[src/rtl/pcm_pkg.sv]
// ----------------------------------------------------------------------------
// pcm_pkg
// Shared constants, types and arithmetic helpers for the piecewise colormap.
// ----------------------------------------------------------------------------
package pcm_pkg;

  localparam int SAMPLE_W    = 32;
  localparam int CFG_INDEX_W = 3;
  localparam int CFG_DATA_W  = 63;
  localparam int COMP_W      = 10;   // output component width
  localparam int CODE_W      = 11;   // internal color code (linear red reaches 2047)
  localparam int TF          = 20;   // fraction bits of t and u
  localparam int HUE_W       = 31;   // blended hue, 11 code bits + TF fraction
  localparam int TURN_BITS   = 30;   // one hue turn
  localparam int PROD_W      = 51;   // s*v*fraction

  localparam logic [TF:0]          T_ONE     = (TF+1)'(1) << TF;
  localparam logic [COMP_W-1:0]    CODE_FULL = 10'd1023;

  // segment word layout
  localparam int MODE_BIT  = 62;
  localparam int COLOR_W   = 31;

  typedef enum logic [CFG_INDEX_W-1:0] {
    CFG_RANGE_LOW  = 3'd0,
    CFG_RANGE_HIGH = 3'd1,
    CFG_PART_COUNT = 3'd2,
    CFG_SEGMENT_0  = 3'd3
  } cfg_index_t;

  typedef enum logic [1:0] {
    TC_ZERO,   // t = 0
    TC_FULL,   // t = 1
    TC_DIV     // t from the quotient
  } t_class_t;

  typedef struct packed {
    t_class_t         cls;
    logic [33:0]      rem;
    logic [32:0]      den;
    logic [TF-1:0]    quo;
  } div_stage_t;

  // floor(x / 1023), one estimate and one correction
  function automatic logic [11:0] div1023(input logic [21:0] x);
    logic [21:0] q;
    logic [21:0] back;
    logic [21:0] r;
    q    = (x + (x >> 10)) >> 10;
    back = (q << 10) - q;
    r    = x - back;
    if (r >= 22'd1023) q = q + 22'd1;
    return q[11:0];
  endfunction

  // a*(1-u) + b*u with TF fraction bits
  function automatic logic [32:0] blend_raw(input logic [CODE_W-1:0] a,
                                            input logic [CODE_W-1:0] b,
                                            input logic [TF:0] u);
    logic [32:0] wa;
    logic [32:0] wb;
    wa = 33'(a) * 33'(T_ONE - u);
    wb = 33'(b) * 33'(u);
    return wa + wb;
  endfunction

  function automatic logic [CODE_W-1:0] blend_code(input logic [CODE_W-1:0] a,
                                                   input logic [CODE_W-1:0] b,
                                                   input logic [TF:0] u);
    logic [32:0] raw;
    raw = blend_raw(a, b, u) + 33'(1 << (TF - 1));
    return raw[TF +: CODE_W];
  endfunction

endpackage

[src/rtl/pcm_divider.sv]
// ----------------------------------------------------------------------------
// pcm_divider
// Pipelined restoring divider, one quotient bit per stage, TF stages.
// ----------------------------------------------------------------------------
module pcm_divider (
  input  logic                    clk,
  input  logic                    rst,
  input  logic                    en,
  input  logic                    in_valid,
  input  pcm_pkg::div_stage_t     in_data,
  output logic                    out_valid,
  output logic [pcm_pkg::TF:0]    t
);
  import pcm_pkg::*;

  logic       stage_valid [0:TF];
  div_stage_t stage       [0:TF];

  assign stage_valid[0] = in_valid;
  assign stage[0]       = in_data;

  for (genvar k = 0; k < TF; k++) begin : g_step
    logic [33:0] shifted;
    logic        take;
    div_stage_t  nxt;

    always_comb begin
      shifted = {stage[k].rem[32:0], 1'b0};
      take    = shifted >= {1'b0, stage[k].den};
      nxt     = stage[k];
      nxt.rem = take ? shifted - {1'b0, stage[k].den} : shifted;
      nxt.quo = {stage[k].quo[TF-2:0], take};
    end

    always_ff @(posedge clk) begin
      if (rst) begin
        stage_valid[k+1] <= 1'b0;
      end else if (en) begin
        stage_valid[k+1] <= stage_valid[k];
      end
    end

    always_ff @(posedge clk) begin
      if (en) begin
        stage[k+1] <= nxt;
      end
    end
  end

  assign out_valid = stage_valid[TF];

  always_comb begin
    case (stage[TF].cls)
      TC_FULL: t = T_ONE;
      TC_DIV:  t = {1'b0, stage[TF].quo};
      default: t = '0;
    endcase
  end

endmodule

[config.mk]
export PLATFORM = sky130hd
export DESIGN_NAME = pcm_divider
export DESIGN_NICKNAME = d
export VERILOG_FILES = /design/src/rtl/pcm_pkg.sv /design/src/rtl/pcm_divider.sv
export SDC_FILE = /design/constraint.sdc
export NUM_CORES = 2
export LEC_CHECK = 0
export BUFFER_PORTS_ARGS = -buffer_cell sky130_fd_sc_hd__buf_2
export CORE_UTILIZATION = 30
export CTS_CLUSTER_DIAMETER = 30
export DETAILED_ROUTE_END_ITERATION = 8
export PLACE_DENSITY_LB_ADDON = 0.12
export SLEW_MARGIN = 20
export SYNTH_ARGS = -nofsm -noshare
export SYNTH_HDL_FRONTEND = slang
export SYNTH_SLANG_ARGS = --single-unit
[constraint.sdc]
create_clock -name clk -period 9.11 [get_ports clk]
set_input_delay 1.822 -clock clk [delete_from_list [all_inputs] [get_ports clk]]
set_output_delay 1.822 -clock clk [all_outputs]
set_load 0.01 [all_outputs]
# Word level (Yosys, flattened, before mapping)
# Index checks and enable logic that the tools add are counted.
[totals]
reg_bits = 1524
out_inout_bits = 22
elab_cells = 178
[classes]
n_mux = 20
magnitude_cmp = 20
n_eq_ne = 2
add_sub_neg = 19
[op_table]
columns = ["operator", "count"]
rows = [
  ["$ge 34x33->1", 20],
  ["$mux 33", 19],
  ["$sub 33x33->33", 19],
  ["$pmux 21 s2", 1],
  ["$eq 2x1->1 const B", 1],
  ["$eq 2x2->1 const B", 1],
]

# Longest topological paths before layout
[depth]
ltp_word = 2
ltp_mapped = 15

# Worst setup path before layout
# OpenSTA, ideal clock, no wires.
[synth_path]
path_kind = "input to register"
startpoint = "input port in_data[31] in the netlist's numbering"
endpoint = "register stage, in the netlist g_step[1].shifted[2] (data pin)"
path_buffers = 3
path_slack_ns = 4.447
required_ns = 8.843
path_stages = 14
arrival_ns = 4.395
path_cell_list = "inv_1 ha_1 clkbuf_1 a21o_1 a221oi_1 nand2b_1 o221ai_1 o31ai_1 a21oi_1 o21a_1 o21a_1 buf_2 buf_1 o21ai_0"
[synth_rtl]
columns = ["item", "line", "source"]
rows = [
  ["from (decl)", "pcm_divider.sv:10", "input pcm_pkg::div_stage_t in_data,"],
  ["to (signal, indexed assignment)", "pcm_divider.sv:45", "stage[k+1] <= nxt;"],
  ["to (decl)", "pcm_divider.sv:17", "div_stage_t stage [0:TF];"],
]

==> flow_summary.ini <==
[synth]
yosys.area_share.simple_pct = 9.24
async_reset_ff_share_pct = 0
syn_nets = 8676
synth_ff_type = edfxtp_1
synth.area.mux_share_pct = 3.09
synth_compound_area_share_pct = 15.8
synth_top_family_by_area = compound AO/OA/AOI/OAI gates
syn_area_sq_mm = 0.0873
synth_warnings = 0
postSynthAreaPerCell_sq_um = 11.0
ys_types = 90
synthAdderAreaFrac_pct = 9.91
synthCells = 7903
synth.most_common_cell = edfxtp_1
synth_edf_count = 1504
synthXorXnorAreaFrac_pct = 5.35
seq_area_frac_synth_pct = 52.2
synth_area_leader_cell = edfxtp_1
synth_area_leaders = edfxtp_1 (52%), ha_1 (9.5%), o21ai_0 (3.6%)
synth_top_area_share_pct = 51.7
ys_ff_latch = 1524
synthTopCellsByCount = edfxtp_1 (1504), inv_1 (825), ha_1 (661)

[route]
drt_iter0_drc = 3216
wl_per_cell_um = 17.9
drtPass1Iterations = 5
vias = 59800
vias_per_cell = 4.79
ant_nets = 0
wirelength_um = 223000
drc = 0

[timing]
rsz0062_at_grt = no
setup_ws_ns = 4.26
setup_viol = 0
min_period_ns = 4.85
clock_skew_ns = 0.0584
fmaxAchievable_ghz = 0.206
worst_slew_pin_slew_ns = 1.20
fin_crit_sh_pct = 53.3
timing.hold.ws_ns = 0.395
slew_violations = 0
setup_tns_ns = 0
hold_viol = 0
slew_headroom_pct = 19.1

[clock_network]
htreeDepth = 5
cts_tree = yes
cts-resized-gates = 0
hold_buffers = 0
cts_root_buf = clkbuf_16
clock_tree.buffer_depth = 4
path_clk_slew_ns = 0.05
cts_made_buffers = 403
clock_latency_ns = 0.86
cts.sinks = 1524
postCtsSetupRepairBufs = 0

[grt]
met2_usage_pct = 28.1
grt_pass1_vias = 62000
global_route.usage.met3_pct = 2.17
grt_max_degree = 185
use_met1_pct = 16.6
grt_usage_pct = 15.0
grt_pass1_wl_um = 347000
grt-ovfl-total = 0
busiest_layer = met2
antenna_found_initial = 8

[place]
port_buffers = 93
dp_cells = 11700
dp_hpwl_um = 169000
finalWeightedCongestion = 0.903
dp_slack_ns = 3.47

[die]
initial_core_util_pct = 30.3
pin_count = 115
core_sq_mm = 0.289
rows = 197
die_h_um = 541
die_x_um = 541
die-area_sq_mm = 0.293

[critical_path]
path_class = register to register
crit_required_ns = 9.69
critical_path_peak_fanout = 4
end_kind = register
critPathArrivalTime_ns = 5.43
critPathLaunchType = register

[layout]
areaGrowthSynthToFinish_pct = 21.2
multi_input_area_sq_mm = 0.0381
nets = 9043
nFillCells = 28200
final_cells = 12500
drive_gt1_share_pct = 11.9
seqCellArea_sq_mm = 0.0456

[pwr]
p_leak_uw = 0.0433
irDropWorstVdd_uv = 188
powerDensity_mw_per_mm2 = 390
power.total_uw = 41300

[job]
maxCapViolCount = 0

[status]
status = finished, final reports clean

[worst_hold_path]
hold_path_class = register to register
[registers in the layout, indices dropped and copies added (netlist names)]
name	count
g_step.nxt	855
g_step.shifted	627
stage	22
stage_valid	19
out_valid	1
[through the flow]
stage	area (sq um)	utilization, %
after floorplan	87300	-
after global placement	92600	32.1
after detailed placement	92600	32.1
after CTS	106000	36.7
after global routing	106000	36.7
final	106000	36.7
[critical path, stage by stage, from the launching register on]
cell       delay (ns)
edfxtp_1         0.44
fa_1             0.45
nor2b_1          0.18
o31ai_1          0.15
a21oi_1          0.28
nor2_1           0.14
o311ai_0         0.91
a2111oi_0        0.45
o41ai_1          1.04
a31oi_1          0.26
xor2_1           0.19
o21ai_0          0.09
[power breakdown]
| group | internal [uW] | switching [uW] | total [uW] |
|---|---|---|---|
| Combinational | 6820 | 9250 | 16100 |
| Sequential | 10500 | 1090 | 11600 |
| Clock | 9450 | 4160 | 13600 |
[path summary, 6_finish.rpt]
| path | from | endpoint | slack [ns] | depth (start not counted) |
|---|---|---|---|---|
| max | g_step[17].nxt[20] | g_step[18].shifted[33] | 4.26 | 11 |
| min | g_step[4].nxt[3] | g_step[5].nxt[4] | 0.39 | 0 |
| max reg2reg | g_step[17].nxt[20] | g_step[18].shifted[33] | 4.26 | 11 |
| min reg2reg | g_step[4].nxt[3] | g_step[5].nxt[4] | 0.39 | 0 |
[routing by layer]
layer | wire length (um) | vias to the layer above
met5 | 0 | -
met4 | 9550 | 0
met3 | 6930 | 524
met2 | 116000 | 1018
met1 | 90600 | 28400
li1 | - | 29800
[kinds of logic (layout without fill, tap and decap cells)]
logic type      Yosys count  in the layout
mux                     243            243
other cells               0              3
fa+ha+maj               680            680
compound gates         2203           2203
simple gates           1706           1706
flops                  1524           1524
xor+xnor                533            533
buf+inv                1014           1703
[cell type report]
type | instances | share of cell area (%)
clock buffers | 460 | 9.83
repair buffers | 151 | 0.948
inverters | 825 | 2.93
flip-flops and latches | 1524 | 43.1
clock inverters | 267 | 2.67
multi-input cells | 5365 | 36.0
well taps | 3880 | 4.59
diodes | 3 | 0.00709
[layout by cell type (no fill, tap or decap), drive strengths merged, types with 35 or more instances in the layout]
cell         n
edfxtp    1504
inv        833
ha         661
nand2      640
o21ai      630
a21oi      592
clkbuf     460
nor2       371
a21o       331
xnor2      291
xor2       242
mux2       212
clkinv     175
buf        151
o21a       102
nor2b       97
nand3       95
nand4       92
nand2b      89
a31oi       82
nor3        73
o21bai      71
and3        70
and2        58
a211oi      56
bufinv      49
o31ai       48
clkinvlp    35
Note: power is estimated with default switching activity, not from simulation.
